==> src/sv/sbta_pkg.sv <==
// shared constants, command codes and interface types for the triple-angle sine block
package sbta_pkg;

    localparam int P_MAX_DIVIDES     = 8;
    localparam int P_ANGLE_FRAC_BITS = 28;

    localparam int ANGLE_W = 32;
    localparam int LIMIT_W = 29;
    localparam int SINE_W  = 32;
    localparam int MUL_W   = 34;
    localparam int PROD_W  = 2 * MUL_W;

    localparam logic [LIMIT_W-1:0] LIMIT_RESET = 29'd42165842;
    // ceil(2^33 / 3), exact floor division by three for operands below 2^33
    localparam logic [MUL_W-1:0]   RECIP3      = 34'h0_AAAA_AAAB;
    localparam logic [PROD_W-1:0]  ROUND_HALF  = 68'h2000_0000;

    localparam int CMD_W = 4;
    localparam logic [CMD_W-1:0] CMD_NONE       = 4'd0;
    localparam logic [CMD_W-1:0] CMD_LOAD       = 4'd1;
    localparam logic [CMD_W-1:0] CMD_DIV_M      = 4'd2;
    localparam logic [CMD_W-1:0] CMD_WB_M       = 4'd3;
    localparam logic [CMD_W-1:0] CMD_XCONV      = 4'd4;
    localparam logic [CMD_W-1:0] CMD_MUL_XX     = 4'd5;
    localparam logic [CMD_W-1:0] CMD_WB_T       = 4'd6;
    localparam logic [CMD_W-1:0] CMD_MUL_TX     = 4'd7;
    localparam logic [CMD_W-1:0] CMD_DIV_X3     = 4'd8;
    localparam logic [CMD_W-1:0] CMD_WB_TAYLOR  = 4'd9;
    localparam logic [CMD_W-1:0] CMD_MUL_SS     = 4'd10;
    localparam logic [CMD_W-1:0] CMD_MUL_TS     = 4'd11;
    localparam logic [CMD_W-1:0] CMD_WB_TRIPLE  = 4'd12;
    localparam logic [CMD_W-1:0] CMD_OUT        = 4'd13;

    typedef struct packed {
        logic [CMD_W-1:0] op;
    } t_dp_cmd;

    typedef struct packed {
        logic need_div;
        logic k_zero;
    } t_dp_status;

    function automatic logic signed [SINE_W-1:0] f_clamp_one(input logic signed [35:0] v);
        if (v > 36'sd1073741824) begin
            return 32'sd1073741824;
        end else if (v < -36'sd1073741824) begin
            return -32'sd1073741824;
        end else begin
            return v[SINE_W-1:0];
        end
    endfunction

endpackage

==> src/sv/sbta_ctrl.sv <==
// sequencer: divide loop, taylor cubic and triple-angle steps, output handoff
module sbta_ctrl import sbta_pkg::*; (
    input  logic       i_clk,
    input  logic       i_rst_n,
    input  logic       i_in_valid,
    output logic       o_in_ready,
    output logic       o_out_valid,
    input  logic       i_out_ready,
    input  t_dp_status i_status,
    output t_dp_cmd    o_cmd
);

    localparam logic [3:0] S_IDLE   = 4'd0;
    localparam logic [3:0] S_CHECK  = 4'd1;
    localparam logic [3:0] S_DIVWB  = 4'd2;
    localparam logic [3:0] S_XX     = 4'd3;
    localparam logic [3:0] S_X2WB   = 4'd4;
    localparam logic [3:0] S_X3MUL  = 4'd5;
    localparam logic [3:0] S_X3WB   = 4'd6;
    localparam logic [3:0] S_X6     = 4'd7;
    localparam logic [3:0] S_TAYWB  = 4'd8;
    localparam logic [3:0] S_TRI    = 4'd9;
    localparam logic [3:0] S_SQWB   = 4'd10;
    localparam logic [3:0] S_CUBE   = 4'd11;
    localparam logic [3:0] S_TRIWB  = 4'd12;
    localparam logic [3:0] S_OUT    = 4'd13;

    logic [3:0] r_state;
    logic [3:0] n_state;
    logic       r_out_valid;
    logic       n_out_valid;
    logic       out_load;

    assign o_in_ready  = (r_state == S_IDLE);
    assign o_out_valid = r_out_valid;
    assign out_load    = (r_state == S_OUT) && (!r_out_valid || i_out_ready);

    always_comb begin
        n_state = r_state;
        o_cmd.op = CMD_NONE;
        unique case (r_state)
            S_IDLE: begin
                if (i_in_valid) begin
                    o_cmd.op = CMD_LOAD;
                    n_state  = S_CHECK;
                end
            end
            S_CHECK: begin
                if (i_status.need_div) begin
                    o_cmd.op = CMD_DIV_M;
                    n_state  = S_DIVWB;
                end else begin
                    o_cmd.op = CMD_XCONV;
                    n_state  = S_XX;
                end
            end
            S_DIVWB: begin
                o_cmd.op = CMD_WB_M;
                n_state  = S_CHECK;
            end
            S_XX: begin
                o_cmd.op = CMD_MUL_XX;
                n_state  = S_X2WB;
            end
            S_X2WB: begin
                o_cmd.op = CMD_WB_T;
                n_state  = S_X3MUL;
            end
            S_X3MUL: begin
                o_cmd.op = CMD_MUL_TX;
                n_state  = S_X3WB;
            end
            S_X3WB: begin
                o_cmd.op = CMD_WB_T;
                n_state  = S_X6;
            end
            S_X6: begin
                o_cmd.op = CMD_DIV_X3;
                n_state  = S_TAYWB;
            end
            S_TAYWB: begin
                o_cmd.op = CMD_WB_TAYLOR;
                n_state  = S_TRI;
            end
            S_TRI: begin
                if (i_status.k_zero) begin
                    n_state = S_OUT;
                end else begin
                    o_cmd.op = CMD_MUL_SS;
                    n_state  = S_SQWB;
                end
            end
            S_SQWB: begin
                o_cmd.op = CMD_WB_T;
                n_state  = S_CUBE;
            end
            S_CUBE: begin
                o_cmd.op = CMD_MUL_TS;
                n_state  = S_TRIWB;
            end
            S_TRIWB: begin
                o_cmd.op = CMD_WB_TRIPLE;
                n_state  = S_TRI;
            end
            S_OUT: begin
                if (out_load) begin
                    o_cmd.op = CMD_OUT;
                    n_state  = S_IDLE;
                end
            end
            default: begin
                n_state = S_IDLE;
            end
        endcase
    end

    always_comb begin
        n_out_valid = r_out_valid;
        if (out_load) begin
            n_out_valid = 1'b1;
        end else if (i_out_ready) begin
            n_out_valid = 1'b0;
        end
    end

    always_ff @(posedge i_clk) begin
        if (!i_rst_n) begin
            r_state     <= S_IDLE;
            r_out_valid <= 1'b0;
        end else begin
            r_state     <= n_state;
            r_out_valid <= n_out_valid;
        end
    end

endmodule

==> src/sv/sbta_dp.sv <==
// datapath: angle registers, shared multiplier, rounding, clamping and result register
module sbta_dp import sbta_pkg::*; #(
    parameter int MAX_DIVIDES     = P_MAX_DIVIDES,
    parameter int ANGLE_FRAC_BITS = P_ANGLE_FRAC_BITS
) (
    input  logic               i_clk,
    input  logic               i_rst_n,
    input  logic               i_cfg_we,
    input  logic [LIMIT_W-1:0] i_cfg_wdata,
    input  logic [ANGLE_W-1:0] i_angle,
    input  t_dp_cmd            i_cmd,
    output t_dp_status         o_status,
    output logic [SINE_W-1:0]  o_sine,
    output logic               o_depth_limited
);

    localparam int KW  = $clog2(MAX_DIVIDES + 1);
    localparam int XSH = 30 - ANGLE_FRAC_BITS;
    localparam int XW  = ANGLE_W + XSH;
    localparam logic [XW-1:0] X_SAT = XW'(64'h8000_0000);

    logic [LIMIT_W-1:0]       r_limit;
    logic [ANGLE_W-1:0]       r_m;
    logic [KW-1:0]            r_k;
    logic [ANGLE_W-1:0]       r_x;
    logic [MUL_W-1:0]         r_t;
    logic signed [SINE_W-1:0] r_s;
    logic                     r_neg;
    logic                     r_limited;
    logic [PROD_W-1:0]        r_prod;
    logic [SINE_W-1:0]        r_sine;
    logic                     r_depth;

    logic [MUL_W-1:0]         mul_a;
    logic [MUL_W-1:0]         mul_b;
    logic [ANGLE_W-1:0]       in_mag;
    logic [XW-1:0]            x_wide;
    logic [PROD_W-1:0]        rnd_sum;
    logic [30:0]              s_mag;
    logic [MUL_W:0]           x3_plus;
    logic signed [35:0]       taylor_v;
    logic [35:0]              triple_u;
    logic signed [SINE_W-1:0] triple_c;
    logic                     m_above;

    assign in_mag   = i_angle[ANGLE_W-1] ? (~i_angle + 1'b1) : i_angle;
    assign x_wide   = XW'(r_m) << XSH;
    assign rnd_sum  = r_prod + ROUND_HALF;
    assign s_mag    = r_s[SINE_W-1] ? 31'(-r_s) : r_s[30:0];
    assign x3_plus  = {1'b0, r_t} + 35'd3;
    assign taylor_v = $signed({4'b0, r_x}) - $signed({3'b0, r_prod[65:33]});
    assign triple_u = (36'(s_mag) << 1) + 36'(s_mag) - (36'(rnd_sum[60:30]) << 2);
    assign triple_c = f_clamp_one($signed(triple_u));
    assign m_above  = r_m > ANGLE_W'(r_limit);

    assign o_status.need_div = m_above && (r_k < KW'(MAX_DIVIDES));
    assign o_status.k_zero   = (r_k == '0);
    assign o_sine            = r_sine;
    assign o_depth_limited   = r_depth;

    always_comb begin
        mul_a = '0;
        mul_b = '0;
        unique case (i_cmd.op)
            CMD_DIV_M: begin
                mul_a = MUL_W'(r_m) + 1'b1;
                mul_b = RECIP3;
            end
            CMD_MUL_XX: begin
                mul_a = MUL_W'(r_x);
                mul_b = MUL_W'(r_x);
            end
            CMD_MUL_TX: begin
                mul_a = r_t;
                mul_b = MUL_W'(r_x);
            end
            CMD_DIV_X3: begin
                mul_a = x3_plus[MUL_W:1];
                mul_b = RECIP3;
            end
            CMD_MUL_SS: begin
                mul_a = MUL_W'(s_mag);
                mul_b = MUL_W'(s_mag);
            end
            CMD_MUL_TS: begin
                mul_a = r_t;
                mul_b = MUL_W'(s_mag);
            end
            default: begin
                mul_a = '0;
                mul_b = '0;
            end
        endcase
    end

    always_ff @(posedge i_clk) begin
        if (!i_rst_n) begin
            r_limit <= LIMIT_RESET;
        end else if (i_cfg_we) begin
            r_limit <= i_cfg_wdata;
        end
    end

    always_ff @(posedge i_clk) begin
        r_prod <= mul_a * mul_b;
        unique case (i_cmd.op)
            CMD_LOAD: begin
                r_m   <= in_mag;
                r_k   <= '0;
                r_neg <= i_angle[ANGLE_W-1];
            end
            CMD_WB_M: begin
                r_m <= r_prod[64:33];
                r_k <= r_k + 1'b1;
            end
            CMD_XCONV: begin
                r_x       <= (x_wide > X_SAT) ? ANGLE_W'(X_SAT) : ANGLE_W'(x_wide);
                r_limited <= m_above;
            end
            CMD_WB_T: begin
                r_t <= rnd_sum[63:30];
            end
            CMD_WB_TAYLOR: begin
                r_s <= f_clamp_one(taylor_v);
            end
            CMD_WB_TRIPLE: begin
                r_s <= r_s[SINE_W-1] ? -triple_c : triple_c;
                r_k <= r_k - 1'b1;
            end
            CMD_OUT: begin
                r_sine  <= r_neg ? 32'(-r_s) : 32'(r_s);
                r_depth <= r_limited;
            end
            default: begin
            end
        endcase
    end

endmodule

==> src/sv/sine_by_triple_angle.sv <==
// top level of the triple-angle sine block
//
// input stream s_axis: one angle per transfer, radians in two's complement with
// ANGLE_FRAC_BITS fraction bits. output stream m_axis: one result per angle, the sine
// in Q30 saturated to plus or minus one, with tuser set when the divide-by-three
// loop stopped at MAX_DIVIDES before the angle fell to the small-angle limit.
// i_cfg_we / i_cfg_wdata write the small-angle limit; write it only while idle.
// each divide step runs the CHECK and DIVWB states and each triple-angle step the TRI,
// SQWB, CUBE and TRIWB states, with as many triple-angle steps as divide steps (0 to
// MAX_DIVIDES), all sharing one registered 34x34 multiplier.
// one angle is worked on at a time; s_axis_tready is high only while the sequencer
// is idle, so no new angle is taken before the last one has left the sequencer.
// the result sits in an output register, so the next angle is taken while it waits;
// if the receiver stalls, the next result holds in the sequencer until the register
// frees up. reset clears the sequencer and output valid and restores the default
// limit of pi/20 rad.
module sine_by_triple_angle import sbta_pkg::*; #(
    parameter int MAX_DIVIDES     = P_MAX_DIVIDES,
    parameter int ANGLE_FRAC_BITS = P_ANGLE_FRAC_BITS
) (
    input  logic               i_clk,
    input  logic               i_rst_n,
    input  logic               i_cfg_we,
    input  logic [LIMIT_W-1:0] i_cfg_wdata,
    input  logic               s_axis_tvalid,
    output logic               s_axis_tready,
    input  logic [ANGLE_W-1:0] s_axis_tdata,   // angle
    output logic               m_axis_tvalid,
    input  logic               m_axis_tready,
    output logic [SINE_W-1:0]  m_axis_tdata,   // sine
    output logic               m_axis_tuser    // depth_limited
);

    t_dp_cmd    cmd;
    t_dp_status status;

    sbta_ctrl u_ctrl (
        .i_clk       (i_clk),
        .i_rst_n     (i_rst_n),
        .i_in_valid  (s_axis_tvalid),
        .o_in_ready  (s_axis_tready),
        .o_out_valid (m_axis_tvalid),
        .i_out_ready (m_axis_tready),
        .i_status    (status),
        .o_cmd       (cmd)
    );

    sbta_dp #(
        .MAX_DIVIDES     (MAX_DIVIDES),
        .ANGLE_FRAC_BITS (ANGLE_FRAC_BITS)
    ) u_dp (
        .i_clk           (i_clk),
        .i_rst_n         (i_rst_n),
        .i_cfg_we        (i_cfg_we),
        .i_cfg_wdata     (i_cfg_wdata),
        .i_angle         (s_axis_tdata),
        .i_cmd           (cmd),
        .o_status        (status),
        .o_sine          (m_axis_tdata),
        .o_depth_limited (m_axis_tuser)
    );

endmodule

==> config.mk <==
export PLATFORM = sky130hd
export DESIGN_NAME = sine_by_triple_angle
export DESIGN_NICKNAME = d
export VERILOG_FILES = /design/src/sv/sbta_pkg.sv /design/src/sv/sbta_ctrl.sv /design/src/sv/sbta_dp.sv /design/src/sv/sine_by_triple_angle.sv
export SDC_FILE = /design/constraint.sdc
export NUM_CORES = 2
export LEC_CHECK = 0
export ABC_AREA = 1
export BUFFER_PORTS_ARGS = -buffer_cell sky130_fd_sc_hd__buf_4
export CAP_MARGIN = 25
export CORE_MARGIN = 2
export CORE_UTILIZATION = 38
export CTS_CLUSTER_SIZE = 20
export DETAILED_ROUTE_END_ITERATION = 7
export HOLD_SLACK_MARGIN = 0.05
export PLACE_DENSITY = 0.52
export SKIP_CTS_REPAIR_TIMING = 1
export SLEW_MARGIN = 20
export SYNTH_ARGS = -nofsm -noshare
export SYNTH_HDL_FRONTEND = slang
export SYNTH_SLANG_ARGS = --single-unit
==> constraint.sdc <==
create_clock -name i_clk -period 11.7 [get_ports i_clk]
set_clock_uncertainty 0.2 [all_clocks]
set_input_delay 2.34 -clock i_clk [delete_from_list [all_inputs] [get_ports i_clk]]
set_output_delay 2.34 -clock i_clk [all_outputs]
set_load 0.01 [all_outputs]
==> metrics.md <==
| Metric | Value |
|---|---|
| Outcome | `completed` |
| CTS buffer count | `29` |
| Cell accounting for the most synthesized area | `fa_1` |
| Fin area | `61880 sq um` |
| Pins Over Slew Limit | `0` |
| Most frequent CP cell | `inv_1` |
| First-pass GRT wire length | `332300 um` |
| Leak pwr | `32.15 nW` |
| Ports | `101` |
| Final nets | `9200` |
| WHS | `264.0 ps` |
| Max-Slew Margin vs Limit | `0.2951` |
| Via density | `5.169` |
| Final hold violations | `0` |
| Fraction of the cycle the final worst path needs | `0.9327` |
| Setup TNS | `0 ps` |
| CP max stage delay | `710 ps` |
| Clock period minus worst slack | `10910 ps` |
| Clock-pin transition on the worst setup and hold timing paths | `70 ps` |
| Dpl cell area | `60770 sq um` |
| Fill count | `15663` |
| Initial antenna violation count | `10` |
| IO buf count | `100` |
| CTS Root Buffer Type | `clkbuf_16` |
| PD cells | `78.16 nW/um^2` |
| Clk buf depth | `3` |
| WP buf/inv | `10` |
| Yosys cell types | `66` |
| Worst-Skew Late Latency | `630 ps` |
| RSZ-0062 raised after global routing | `false` |
| Worst Max-Slew Pin Slew | `1046 ps` |
| Vias in the first global route | `50948` |
| Synthesized flop and latch total | `238` |
| Place WS | `754.8 ps` |
| Drt first pass iters | `6` |
| DRC violations left | `0` |
| GRT Total Usage | `0.2948` |
| Ratio of cells with drive above 1 in the final layout | `0.05843` |
| Share of the synthesized area in the top cell type | `0.3363` |
| Largest net degree at the start of global routing | `57` |
| Final ANT Viol Nets | `0` |
| Crit-path leading delay family | `adder cells` |
| Final HPWL from detailed placement | `187500 um` |
| Initial Util | `0.3817` |
| Sequential area share after synthesis | `0.1128` |
| Synthesized cell area | `57030 sq um` |
| Ys async rst share | `0` |
| Vias | `50764` |
| CTS tree | `done` |
| Setup Crit Path Kind | `reg -> reg` |
| CP max-delay cell | `nor4_1` |
| Max Fclk | `91.64 MHz` |
| Dominant synthesized flop cell | `edfxtp_1` |
| Crit path DAT | `11250 ps` |
| Worst min-delay path category | `reg -> reg` |
| Placer Congestion | `0.9945` |
| Core Area | `149400 sq um` |
| Synth Area per Inst | `7.383 sq um` |
| Final setup vio count | `0` |
| Die width | `391.4 um` |
| Startpoint Class | `register` |
| EDFF count, synth | `167` |
| TritonCTS Sinks | `238` |
| Crit end category | `register` |
| CTS HTree Levels | `1` |
| Top cells by area, synth | `fa_1 (34%), nand2_1 (12%), inv_1 (12%)` |
| Maximum vdd drop | `0.1272 mV` |
| Max cap viols | `0` |
| Die Span Y | `391.4 um` |
| # rows | `142` |
| Synth warnings | `0` |
| Post-DR wirelength/cell | `22.87 um` |
| Post-Syn Nets | `9144` |
| CP Max Fanout | `19` |
| Final worst slack | `787.5 ps` |
| Worst EP required | `12030 ps` |
| Starting DRT DRC Count | `4173` |
| DIE AREA | `153200 sq um` |
| Area Growth Syn to Fin | `8.494%` |
| DRT Wirelength | `224600 um` |
| Grt ovf | `0` |
| Top-count cell post-synth | `nand2_1` |
| Synth top cells by count | `nand2_1 (1843), inv_1 (1798), fa_1 (958), nor2_1 (732), ha_1 (395)` |
| Gate Count Post-Synth | `7725` |
==> sequential cells by signal, summed over array words and instances (netlist names) <==
register,flops
u_dp.r_m,32
u_dp.r_limited,1
u_dp.r_neg,1
u_dp.r_k,4
u_dp.o_sine,32
u_ctrl.o_out_valid,1
u_dp.r_s,32
u_dp.o_depth_limited,1
u_ctrl.r_state,4
u_dp.r_t,34
u_dp.r_limit,29
u_dp.r_x,30
u_dp.r_prod,37
==> worst min-delay path: stages, from the launching register on <==
cell	delay, ps
dfxtp_1	300
inv_1	60
a21oi_1	60
==> power breakdown <==
group | leakage, nW | internal (W) | switching [W]
clock | 0.510 | 0.000597 | 0.000438
sequential | 2.13 | 0.000998 | 0.000124
combinational | 29.5 | 0.000792 | 0.00189
==> routing by layer <==
metal  track usage  vias to the layer above  wire length, um
met5             0                        -              165
li1              -                    23347                -
met4        0.1035                        6             9851
met2        0.4550                     1861            97600
met3       0.04145                      313            16270
met1        0.4213                    25237           100800
==> logic make-up (layout without fill, tap and decap cells) <==
| group | Yosys count | after routing | share of synthesized area |
|---|---|---|---|
| adder cells (fa/ha/maj) | 1353 | 1353 | 0.4229 |
| XOR/XNOR | 181 | 181 | 0.02780 |
| AND/OR/NAND/NOR | 3096 | 3096 | 0.2223 |
| buffers and inverters | 2096 | 2175 | 0.1401 |
| AO/OA/AOI/OAI | 760 | 760 | 0.07387 |
| flip-flops | 238 | 238 | 0.1128 |
| other | 0 | 1 | 0 |
| multiplexers | 1 | 1 | 0.0001755 |
==> per-stage QoR <==
step / std cells / power [W] / util
floorplan: 7725 / 0.002727 / -
global placement: 9763 / 0.003763 / 0.4066
detailed placement: 9764 / 0.003767 / 0.4067
CTS: 9818 / 0.004819 / 0.4138
global route: 9820 / 0.005129 / 0.4141
finish: 9821 / 0.004836 / 0.4141
==> path summary, 6_finish.rpt <==
kind | cells past startpoint | end | startpoint | slack, ps
hold reg to reg | 2 | u_dp.r_limit[2] | u_dp.r_limit[2] | 260
setup reg to reg | 39 | u_dp.r_prod[61] | u_dp.r_t[0] | 790
hold / removal | 2 | u_dp.r_limit[2] | u_dp.r_limit[2] | 260
setup / recovery | 39 | u_dp.r_prod[61] | u_dp.r_t[0] | 790
==> placed cells by master (no fill, tap or decap), types with 18 or more instances in the layout <==
cell type  count
nand2_1     1843
inv_1       1797
fa_1         958
nor2_1       725
ha_1         395
a21oi_1      293
buf_4        272
o21ai_0      267
nand3_1      234
edfxtp_1     167
xor2_1       134
nor3_1        74
nand4_1       73
dfxtp_1       71
xnor2_1       47
o21ai_1       39
inv_2         36
nor4_1        36
clkbuf_16     31
o21a_1        29
a31oi_1       20
nand3b_1      19
nor2_2        18
==> final cells by class <==
cell class / instances / area [sq um] / share of cell area
repair buffers: 280 / 2190 / 0.03539
well taps: 2016 / 2522 / 0.04076
clock inverters: 18 / 239.0 / 0.003862
flip-flops and latches: 238 / 6436 / 0.1040
inverters: 1841 / 6913 / 0.1117
diodes: 1 / 2.502 / 0.00004044
clock buffers: 36 / 824.5 / 0.01333
multi-input cells: 5391 / 42750 / 0.6909
No activity file was read; power rests on OpenSTA's default activity.
